--- src/design/tgg_pkg.sv ---
// Shared types and constants for the time-of-flight grid gesture classifier.
// No dependencies; every other file imports this package.
package tgg_pkg;

  // Grid size default and fixed field widths
  localparam int GRID_DIM_DEF = 8;
  localparam int EXT_W        = 5;   // box extent, holds up to 16
  localparam int AREA_W       = 7;
  localparam int PROD_W       = 12;  // aspect cross products
  localparam int CFG_IDX_W    = 3;
  localparam int CFG_DATA_W   = 13;

  localparam logic [7:0] STATUS_VALID = 8'd5;
  localparam logic [3:0] TENTHS_UNIT  = 4'd10;

  // Pose codes
  localparam logic [1:0] POSE_NONE     = 2'd0;
  localparam logic [1:0] POSE_ROCK     = 2'd1;
  localparam logic [1:0] POSE_SCISSORS = 2'd2;
  localparam logic [1:0] POSE_PAPER    = 2'd3;

  // Register indexes
  typedef enum logic [CFG_IDX_W-1:0] {
    REG_WINDOW_LOW  = 3'd0,
    REG_WINDOW_HIGH = 3'd1,
    REG_MIN_ZONES   = 3'd2,
    REG_OPEN_SPLIT  = 3'd3,
    REG_ELONGATION  = 3'd4,
    REG_CONFIRM     = 3'd5,
    REG_DROP        = 3'd6
  } reg_index_t;

  // Input request
  typedef struct packed {
    logic signed [15:0] zone_distance;
    logic [7:0]         zone_status;
  } zone_t;

  // Result
  typedef struct packed {
    logic              hand_present;
    logic [AREA_W-1:0] zone_area;
    logic [3:0]        box_width;
    logic [3:0]        box_height;
    logic [1:0]        raw_pose;
    logic [1:0]        candidate_pose;
    logic [7:0]        streak_count;
    logic [1:0]        confirmed_pose;
    logic              confirm_now;
  } result_t;

  // Frame summary passed from the front to the back
  typedef struct packed {
    logic [AREA_W-1:0] area;
    logic [EXT_W-1:0]  width;
    logic [EXT_W-1:0]  height;
  } frame_t;

  // Configuration registers
  typedef struct packed {
    logic [12:0] window_low_mm;
    logic [12:0] window_high_mm;
    logic [6:0]  min_zones;
    logic [6:0]  open_area_split;
    logic [6:0]  elongation_tenths;
    logic [7:0]  confirm_frames;
    logic [7:0]  drop_frames;
  } cfg_t;

endpackage

--- src/design/tgg_front.sv ---
// Front end: takes one zone per request, window test and bounding box tracking.
// Depends on tgg_pkg; pushes one frame summary as the last zone of a frame is accepted.
module tgg_front import tgg_pkg::*; #(
  parameter int GRID_DIM = GRID_DIM_DEF
) (
  input  logic   clk,
  input  logic   rst,
  input  logic   accept,
  input  zone_t  zone,
  input  cfg_t   cfg,
  output logic   push,
  output frame_t frame
);

  localparam int CW = $clog2(GRID_DIM);
  localparam logic [CW-1:0] LAST = CW'(GRID_DIM - 1);

  logic [CW-1:0]     row, pos;
  logic [AREA_W-1:0] vcount, vcount_next;
  logic [CW-1:0]     min_col, max_col, min_row, max_row;
  logic [CW-1:0]     min_col_next, max_col_next, min_row_next, max_row_next;
  logic [CW-1:0]     col;
  logic              hit, last_zone;

  assign col       = LAST - pos;
  assign last_zone = (row == LAST) && (pos == LAST);

  // Window and status test
  assign hit = (zone.zone_status == STATUS_VALID)
            && (zone.zone_distance >= $signed({3'b000, cfg.window_low_mm}))
            && (zone.zone_distance <= $signed({3'b000, cfg.window_high_mm}));

  // Box and count update for this zone
  always_comb begin
    vcount_next  = vcount;
    min_col_next = min_col;
    max_col_next = max_col;
    min_row_next = min_row;
    max_row_next = max_row;
    if (hit) begin
      if (vcount == '0) begin
        min_col_next = col;
        max_col_next = col;
        min_row_next = row;
        max_row_next = row;
      end else begin
        if (col < min_col) min_col_next = col;
        if (col > max_col) max_col_next = col;
        if (row < min_row) min_row_next = row;
        if (row > max_row) max_row_next = row;
      end
      if (vcount != {AREA_W{1'b1}}) vcount_next = vcount + 1'b1;
    end
  end

  // Summary of the finished frame
  assign push         = accept && last_zone;
  assign frame.area   = vcount_next;
  assign frame.width  = EXT_W'(max_col_next) - EXT_W'(min_col_next) + 1'b1;
  assign frame.height = EXT_W'(max_row_next) - EXT_W'(min_row_next) + 1'b1;

  always_ff @(posedge clk) begin
    if (rst) begin
      row     <= '0;
      pos     <= '0;
      vcount  <= '0;
      min_col <= '0;
      max_col <= '0;
      min_row <= '0;
      max_row <= '0;
    end else if (accept) begin
      if (last_zone) begin
        row     <= '0;
        pos     <= '0;
        vcount  <= '0;
        min_col <= '0;
        max_col <= '0;
        min_row <= '0;
        max_row <= '0;
      end else begin
        if (pos == LAST) begin
          pos <= '0;
          row <= row + 1'b1;
        end else begin
          pos <= pos + 1'b1;
        end
        vcount  <= vcount_next;
        min_col <= min_col_next;
        max_col <= max_col_next;
        min_row <= min_row_next;
        max_row <= max_row_next;
      end
    end
  end

endmodule

--- src/design/tgg_queue.sv ---
// Two-entry queue of frame summaries between front and back.
// Depends on tgg_pkg for frame_t.
module tgg_queue import tgg_pkg::*; (
  input  logic   clk,
  input  logic   rst,
  input  logic   push,
  input  frame_t push_data,
  input  logic   pop,
  output logic   full,
  output logic   not_empty,
  output frame_t head
);

  frame_t     slot [2];
  logic       wr_ptr, rd_ptr;
  logic [1:0] count;

  assign full      = (count == 2'd2);
  assign not_empty = (count != 2'd0);
  assign head      = slot[rd_ptr];

  // Storage
  always_ff @(posedge clk) begin
    if (push) slot[wr_ptr] <= push_data;
  end

  // Pointers and fill count
  always_ff @(posedge clk) begin
    if (rst) begin
      wr_ptr <= 1'b0;
      rd_ptr <= 1'b0;
      count  <= 2'd0;
    end else begin
      if (push) wr_ptr <= ~wr_ptr;
      if (pop)  rd_ptr <= ~rd_ptr;
      unique case ({push, pop})
        2'b10:   count <= count + 1'b1;
        2'b01:   count <= count - 1'b1;
        default: count <= count;
      endcase
    end
  end

endmodule

--- src/design/tgg_back.sv ---
// Back end: classifies a frame summary, tracks streaks, holds the result register.
// Depends on tgg_pkg.
module tgg_back import tgg_pkg::*; (
  input  logic    clk,
  input  logic    rst,
  input  cfg_t    cfg,
  input  logic    q_valid,
  input  frame_t  q_head,
  output logic    pop,
  output logic    out_valid,
  input  logic    out_stall,
  output result_t out_data
);

  logic [1:0]        candidate, confirmed;
  logic [7:0]        streak, empty_run;
  logic [1:0]        candidate_next, confirmed_next;
  logic [7:0]        streak_next, empty_run_next;
  logic [AREA_W-1:0] need;
  logic              present, now;
  logic [EXT_W-1:0]  big, little;
  logic [PROD_W-1:0] lhs, rhs;
  logic [1:0]        raw;
  result_t           res;

  assign pop = q_valid && (!out_valid || !out_stall);

  // Presence test, min_zones of zero acts as one
  assign need    = (cfg.min_zones == '0) ? AREA_W'(1) : cfg.min_zones;
  assign present = (q_head.area >= need);

  // Aspect by cross-multiplying in tenths
  always_comb begin
    big    = (q_head.width > q_head.height) ? q_head.width : q_head.height;
    little = (q_head.width < q_head.height) ? q_head.width : q_head.height;
    if (little == '0) little = EXT_W'(1);
    lhs = PROD_W'(big) * PROD_W'(TENTHS_UNIT);
    rhs = PROD_W'(cfg.elongation_tenths) * PROD_W'(little);
    if (lhs >= rhs) raw = POSE_SCISSORS;
    else if (q_head.area >= cfg.open_area_split) raw = POSE_PAPER;
    else raw = POSE_ROCK;
  end

  // Streak, candidate and empty run update
  always_comb begin
    candidate_next = candidate;
    confirmed_next = confirmed;
    streak_next    = streak;
    empty_run_next = empty_run;
    now            = 1'b0;
    if (present) begin
      empty_run_next = '0;
      if (raw == candidate) begin
        if (streak != 8'hFF) streak_next = streak + 1'b1;
      end else begin
        candidate_next = raw;
        streak_next    = 8'd1;
      end
      if (streak_next >= cfg.confirm_frames) begin
        confirmed_next = candidate_next;
        now            = 1'b1;
      end
    end else begin
      if (empty_run != 8'hFF) empty_run_next = empty_run + 1'b1;
      if (empty_run_next >= cfg.drop_frames) begin
        candidate_next = POSE_NONE;
        streak_next    = '0;
      end
    end
  end

  always_comb begin
    res.hand_present   = present;
    res.zone_area      = q_head.area;
    res.box_width      = present ? q_head.width[3:0] : 4'd0;
    res.box_height     = present ? q_head.height[3:0] : 4'd0;
    res.raw_pose       = present ? raw : POSE_NONE;
    res.candidate_pose = candidate_next;
    res.streak_count   = streak_next;
    res.confirmed_pose = confirmed_next;
    res.confirm_now    = now;
  end

  // Pose state
  always_ff @(posedge clk) begin
    if (rst) begin
      candidate <= POSE_NONE;
      confirmed <= POSE_NONE;
      streak    <= '0;
      empty_run <= '0;
    end else if (pop) begin
      candidate <= candidate_next;
      confirmed <= confirmed_next;
      streak    <= streak_next;
      empty_run <= empty_run_next;
    end
  end

  // Output register
  always_ff @(posedge clk) begin
    if (rst) begin
      out_valid <= 1'b0;
    end else if (pop) begin
      out_valid <= 1'b1;
    end else if (!out_stall) begin
      out_valid <= 1'b0;
    end
  end

  always_ff @(posedge clk) begin
    if (pop) out_data <= res;
  end

endmodule

--- src/design/tof_grid_gesture_classifier_core.sv ---
// Top level of the time-of-flight grid gesture classifier: config registers,
// front end, summary queue and back end. Depends on tgg_pkg and all tgg_ modules.
//
// Zones are taken one per clock cycle while in_stall is low, GRID_DIM*GRID_DIM
// requests per frame in sensor order; one result per frame passes through the
// summary queue and the output register. The front end does its window test and
// box update in the cycle a zone is accepted; the two-entry queue feeds the back
// end, which classifies a summary and updates the pose streak as it pops it.
// in_stall rises only when both queue entries hold frames that the output side
// has not drained, so with out_stall low the sustained rate is one zone a cycle.
// Configuration writes take effect at the next edge and belong in idle time.
module tof_grid_gesture_classifier_core import tgg_pkg::*; #(
  parameter int GRID_DIM = GRID_DIM_DEF
) (
  input  logic                  clk,
  input  logic                  rst,
  input  logic                  in_valid,
  output logic                  in_stall,
  input  zone_t                 in_data,
  output logic                  out_valid,
  input  logic                  out_stall,
  output result_t               out_data,
  input  logic                  cfg_we,
  input  logic [CFG_IDX_W-1:0]  cfg_index,
  input  logic [CFG_DATA_W-1:0] cfg_data
);

  cfg_t   cfg;
  logic   accept, push, pop, q_full, q_valid;
  frame_t frame, q_head;

  assign accept   = in_valid && !in_stall;
  assign in_stall = q_full;

  // Configuration registers
  always_ff @(posedge clk) begin
    if (rst) begin
      cfg.window_low_mm     <= 13'd200;
      cfg.window_high_mm    <= 13'd400;
      cfg.min_zones         <= 7'd4;
      cfg.open_area_split   <= 7'd22;
      cfg.elongation_tenths <= 7'd17;
      cfg.confirm_frames    <= 8'd5;
      cfg.drop_frames       <= 8'd3;
    end else if (cfg_we) begin
      unique case (cfg_index)
        REG_WINDOW_LOW:  cfg.window_low_mm     <= cfg_data;
        REG_WINDOW_HIGH: cfg.window_high_mm    <= cfg_data;
        REG_MIN_ZONES:   cfg.min_zones         <= cfg_data[6:0];
        REG_OPEN_SPLIT:  cfg.open_area_split   <= cfg_data[6:0];
        REG_ELONGATION:  cfg.elongation_tenths <= cfg_data[6:0];
        REG_CONFIRM:     cfg.confirm_frames    <= cfg_data[7:0];
        REG_DROP:        cfg.drop_frames       <= cfg_data[7:0];
        default:         ;
      endcase
    end
  end

  tgg_front #(.GRID_DIM(GRID_DIM)) u_front (
    .clk    (clk),
    .rst    (rst),
    .accept (accept),
    .zone   (in_data),
    .cfg    (cfg),
    .push   (push),
    .frame  (frame)
  );

  tgg_queue u_queue (
    .clk       (clk),
    .rst       (rst),
    .push      (push),
    .push_data (frame),
    .pop       (pop),
    .full      (q_full),
    .not_empty (q_valid),
    .head      (q_head)
  );

  tgg_back u_back (
    .clk       (clk),
    .rst       (rst),
    .cfg       (cfg),
    .q_valid   (q_valid),
    .q_head    (q_head),
    .pop       (pop),
    .out_valid (out_valid),
    .out_stall (out_stall),
    .out_data  (out_data)
  );

  // An empty frame carries no box, no pose and no confirmation
  a_empty_frame: assert property (@(posedge clk) disable iff (rst)
    out_valid && !out_data.hand_present |->
      out_data.box_width == 4'd0 && out_data.raw_pose == POSE_NONE && !out_data.confirm_now)
    else $error("empty frame result carries box or pose");

  // A confirmation copies the candidate and needs a live streak
  a_confirm: assert property (@(posedge clk) disable iff (rst)
    out_valid && out_data.confirm_now |->
      out_data.confirmed_pose == out_data.candidate_pose && out_data.streak_count != 8'd0)
    else $error("confirmation does not match candidate");

  // A classified frame becomes the candidate
  a_candidate: assert property (@(posedge clk) disable iff (rst)
    out_valid && out_data.raw_pose != POSE_NONE |->
      out_data.candidate_pose == out_data.raw_pose)
    else $error("candidate differs from this frame's pose");

  // A hand needs at least one counted zone
  a_area: assert property (@(posedge clk) disable iff (rst)
    out_valid && out_data.hand_present |-> out_data.zone_area != '0)
    else $error("hand reported with zero area");

endmodule
--- config.mk ---
export PLATFORM = sky130hd
export DESIGN_NAME = tof_grid_gesture_classifier_core
export DESIGN_NICKNAME = d
export VERILOG_FILES = /design/src/design/tgg_pkg.sv /design/src/design/tgg_front.sv /design/src/design/tgg_queue.sv /design/src/design/tgg_back.sv /design/src/design/tof_grid_gesture_classifier_core.sv
export SDC_FILE = /design/constraint.sdc
export NUM_CORES = 1
export LEC_CHECK = 0
export BUFFER_PORTS_ARGS = -buffer_cell sky130_fd_sc_hd__buf_2
export CAP_MARGIN = 20
export CORE_MARGIN = 8
export CORE_UTILIZATION = 56
export DETAILED_ROUTE_END_ITERATION = 8
export PLACE_DENSITY = 0.78
export SYNTH_ARGS = -nofsm -noshare
export SYNTH_HDL_FRONTEND = slang
export SYNTH_SLANG_ARGS = --single-unit
--- constraint.sdc ---
create_clock -name clk -period 7.5 [get_ports clk]
set_input_delay 2.25 -clock clk [delete_from_list [all_inputs] [get_ports clk]]
set_output_delay 2.25 -clock clk [all_outputs]
set_load 0.02 [all_outputs]
-- After elaboration in Yosys (flattened, before gate mapping)
Memory sizes are Yosys's and may differ from the RTL's. A register that Yosys moved wholly into a read port is not among the register bits.
Cells that the tools add are included.
- bits in registers: 144
- latch bits: 0
- RAM bits: 34
- memory bits (read-only): 0
- bits of input ports: 45
- word-level logic and storage cells: 153
- memories kept: 1
- add/subtract/negate cells: 12
- multiply operators: 2
- div/mod/pow operators: 0
- $lt $le $gt $ge: 13
- equality and inequality tests: 17
- shift operators: 0
- mux-type cells: 50
- bitwise logic cells: 2
- reduce and logical (&&, ||, !) cells: 25
- memory list (name ; words ; width ; read ports ; clocked after Yosys merged registers in ; wr ports ; RTL line ; RTL):
    u_queue.slot ; 2 ; 17 ; 1 ; 1 ; 1 ; tgg_queue.sv:14 ; frame_t slot [2];
- operators by type and width (kind ; count):
    two-way mux 8 bit ; 8
    two-way mux 3 bit ; 20
    two-way mux 7 bit ; 4
    adder 8 x 1 -> 8 bit, second input constant ; 2
    greater-or-equal comparator 16 x 14 -> 1 bit ; 1
    greater-or-equal comparator 8 bit ; 2
    <= comparator 16 x 14 -> 1 bit ; 1
    != test 8 bit, second input constant ; 2
    AND reduction 2 bit ; 8
    equality test 3 bit, second input constant ; 5
    two-way mux 5 bit ; 3
    greater-or-equal comparator 7 bit ; 2
    zero test 7 bit ; 2
    two-way mux 2 bit ; 7
    greater-or-equal comparator 9 x 12 -> 1 bit ; 1
    multiplier 7 x 5 -> 12 bit ; 1
    adder 5 x 1 -> 5 bit, second input constant ; 2
    equality test 8 x 3 -> 1 bit, second input constant ; 1
    multiplier 5 x 3 -> 8 bit, second input constant ; 1
    subtractor 3 x 3 -> 4 bit ; 2
    adder 7 x 1 -> 7 bit, second input constant ; 1
    two-way mux 1 bit ; 7
    != test 7 bit, second input constant ; 1
    adder 3 x 1 -> 3 bit, second input constant ; 2
    21 further kinds ; 35

-- Depth between registers and ports, before layout
- word-level depth: 13
- gate-level depth with buffers: 40

-- By module
From an unflattened synthesis, not the netlist that was laid out.
- cell total of the unflattened synthesis: 1250
- area total of the unflattened synthesis: 11901.4 µm²
- modules (own cells, without submodules) (module ; times used ; cells an instance ; area each (µm²) ; seq. area each (µm²)):
    tgg_back ; 1 ; 568 ; 4961.0 ; 1351.3
    tgg_front ; 1 ; 366 ; 2946.6 ; 500.5
    tof_grid_gesture_classifier_core ; 1 ; 241 ; 2563.7 ; 1261.2
    tgg_queue ; 1 ; 75 ; 1430.1 ; 1121.1

-- Worst setup path before layout
No wires, ideal clock.
- path kind: register -> register
- start point: reg with a tool-made name
- end point: reg u_back.out_data[2] (netlist name)
- setup time: 260 ps
- data arrival time: 7585 ps
- path slack: -345 ps
- cell stages (with the launch flop): 38
- buffers on the path: 2
- clock period less this slack: 7845 ps
- path through: dfxtp_1 -> buf_6 -> mux2i_1 -> inv_1 -> ha_1 -> nand3_1 -> o21bai_1 -> a211oi_4 -> mux2i_1 -> nand2_1 -> fa_1 -> fa_1 -> fa_1 -> inv_1 -> ha_1 -> a211o_1 -> nor2b_1 -> o21a_1 -> [... 2 more ...] -> ha_1 -> nand2_1 -> nor2_1 -> o21ai_0 -> a21o_1 -> o211ai_2 -> a21o_1 -> and2_1 -> buf_6 -> nor2_1 -> ha_1 -> nand2b_1 -> a21oi_1 -> nor2b_1 -> o21ai_0 -> a21o_1 -> a211oi_2 -> mux2_2

==> summary.md <==
| Metric | Value |
|---|---|
| GRT Total Usage | `a little over a fifth` |
| Core area | `20000 sq um` |
| Final setup vio count | `4` |
| Row count | `52` |
| Data arrival, critical path | `7.86 ns` |
| Num CTS Buffers | `17` |
| Top post-synthesis cells by area | `dfxtp_1 20%, edfxtp_1 17%, ha_1 14%, nand2_1 5.3%, a21oi_1 4.4%` |
| Max-slew violation count | `0` |
| Status | `finished with violations` |
| RSZ-0062 raised after global routing | `true` |
| Vias per cell | `5.60` |
| CTS clk-pin slew, worst paths | `around 0.07 ns` |
| Worst hold path type | `reg2reg` |
| Post-Syn Nets | `about 1400` |
| Actual slew at the worst max-slew pin | `0.910 ns` |
| Relative slew slack | `between 30% and 40%` |
| Sequential element share of the synthesized area | `37.6%` |
| Pre-antenna DRT Iters | `5` |
| Ys flop type | `dfxtp_1` |
| Largest family of logic cells by synthesized area | `simple AND/OR/NAND/NOR gates` |
| Root Buffer | `clkbuf_16` |
| Max Cap Viol | `0` |
| Hpwl dp | `18900 um` |
| Mapped Area | `11300 sq um` |
| Ant. Diodes | `0` |
| Synth Area in Simple Gates | `between 10% and 20%` |
| Cell leakage power | `roughly 5.4 nW` |
| Die Y | `around 160 um` |
| Synth Area in XOR/XNOR | `2.33%` |
| IO buf count | `between 70 and 80` |
| I/O Pins | `between 70 and 80` |
| Number of synthesized flops with an enable pin | `65` |
| Drt initial violations | `between 500 and 600` |
| CTS max path bufs | `2` |
| Die X | `~160 um` |
| CTS Hold Bufs | `0` |
| Worst-path maximum fanout | `5` |
| Largest delay share family, worst path | `adder cells` |
| Largest net degree at the start of global routing | `68` |
| Nets | `1546` |
| Core Util, Final | `between 60% and 70%` |
| Crit end category | `register` |
| Delay of the slowest critical-path stage | `roughly 0.58 ns` |
| Synth area leader | `dfxtp_1` |
| Htree depth | `4` |
| Async SR Flop Fraction | `0%` |
| Setup ws final | `-0.173 ns` |
| WP buf/inv | `5` |
| Crit share post-route | `102%` |
| Minimum clock period | `about 7.7 ns` |
| CTS tree | `built` |
| Global placer's final weighted congestion | `roughly 0.88` |
| Share of cells above drive strength 1 | `between 10% and 20%` |
| Power per cell area | `151 nW/um^2` |
| Synth Area in Adders | `between 10% and 20%` |
| Syn_area_per_cell | `9.14 sq um` |
| Final total power | `around 2 mW` |
| Failing checks | `setup timing` |
| Routed Antenna Nets | `0` |
| Worst-Skew Late Latency | `about 0.43 ns` |
| Critical path launch point type | `register` |
| Synth Area in Compound Gates | `roughly 16%` |
| Vias in the first global route | `roughly 8900` |
| Post-synthesis mux area share | `4.58%` |
| Post-Route Skew | `about 0.015 ns` |
| Final wirelength | `approximately 26000 um` |
| Most numerous cell in the Yosys netlist | `nand2_1` |
| Die area | `approximately 25000 sq um` |
| Peak Freq | `130 MHz` |
| Clock sink count | `179` |
| Placed cells | `~1600` |
| Sequential cell area | `4240 sq um` |
| DRC Markers | `0` |
| Gate count after technology mapping | `approximately 1200` |
| Wire per inst | `16.0 um` |
| Worst path required time | `a little under 8 ns` |
| First-pass GRT wire length | `42400 um` |
| Top cell type's share of synthesized area | `between 20% and 30%` |
| Top cells by count, synth | `159 x nand2_1, 124 x ha_1, 123 x inv_1, 114 x dfxtp_1, 98 x a21oi_1` |
| Min Hold Slack | `~0.45 ns` |
| Area occupied by multi-input gates | `just under 7000 sq um` |
| Ys Warns | `0` |
| Final cell count without fillers | `1641` |
| Yosys cell types | `a little under 80` |
| Initial cell density of the core | `between 50% and 60%` |
| Post-synthesis register bit count | `179` |
| Fillers | `1568` |
| Worst setup path class | `reg2reg` |
| GRT Residual Overflow | `0` |
| Final Hold Violating Endpoints | `0` |
| Peak supply drop | `~150 uV` |
| Detailed-route via count | `just over 9000` |
| Slowest stage cell, crit path | `fa_1` |
| Area grow syn2layout | `17.7%` |
| Worst slack, placed | `-0.226 ns` |
| Initial antenna violation count | `0` |
final cells by class:
cell class	count	area share [%]
Timing Repair Buffer	144	7.05
Clock inverter	12	0.792
Multi-Input combinational cell	893	50.9
Sequential cell	179	31.9
Inverter	124	3.51
Tap cell	270	2.55
Clock buffer	19	3.26
cells in the final DEF, fill, tap and decap left out, types with 33 or more instances in the layout:
cell      Yosys  layout
nor2_1       81      79
nand3_1      34      33
ha_1        124     117
buf_4         0      59
nand2_1     159     156
edfxtp_1     65      65
a21oi_1      98      93
inv_1       123     118
buf_2         5      77
dfxtp_1     114     113
o21ai_0      40      35
where the power goes:
part           internal, mW  leakage (nW)  switching (mW)
Combinational        0.0629          3.66          0.0908
Clock                 0.456         0.264           0.379
Sequential             1.01          1.50         0.00691
Total                  1.53          5.43           0.476
flip-flops by register name, indices dropped and copies added, names as in the netlist, 3 cells and up, named ones only:
register,count
u_front.max_col,3
u_front.vcount,7
u_front.min_row,3
u_back.empty_run,8
u_front.max_row,3
u_back.out_data,31
u_front.min_col,3
cfg,63
u_queue.slot,34
u_front.row,3
u_back.streak,8
u_front.pos,3
cell families after synthesis:
group,after synthesis
AND/OR/NAND/NOR,408
flip-flops,179
buffers and inverters,161
XOR/XNOR,30
multiplexers,49
AO/OA/AOI/OAI,264
adder cells (fa/ha/maj),142
worst min-delay path: cells and delay by family (launching register included):
kind,cells,cell delay [ns]
flops,1,0.31
compound gates,1,0.05
simple gates,1,0.05
path summary, 6_finish.rpt:
kind	startpoint	to	slack (ns)	depth (start not counted)
worst max register to register	register	u_back.out_data[2]	-0.17	38
worst min register to register	cfg[46]	cfg[46]	0.45	2
worst max-delay path	register	u_back.out_data[2]	-0.17	38
worst min-delay path	cfg[46]	cfg[46]	0.45	2
repair_timing:
action,4_1_cts,5_1_grt
endpoints found under the setup margin,5,5
setup buffers,15,9
resized for setup,28,11
cloned,1,0
pin swaps,17,34
per-stage QoR:
step                      cell area (sq um)  setup TNS, ns
final                                 13300         -0.438
after global routing                  13300          -1.83
after CTS                             13200              0
after detailed placement              12400         -0.755
after global placement                12400        -0.0606
after floorplan                       11500        -0.0128
layer usage:
metal | vias to the layer above | GRT usage, % | wire length, um
met3 | 44 | 3.14 | 1180
met1 | 4347 | 25.2 | 11300
met5 | - | 0 | 0
met4 | 0 | 8.88 | 633
li1 | 4577 | - | -
met2 | 225 | 37.5 | 13200
No activity file was read; power rests on OpenSTA's default activity.
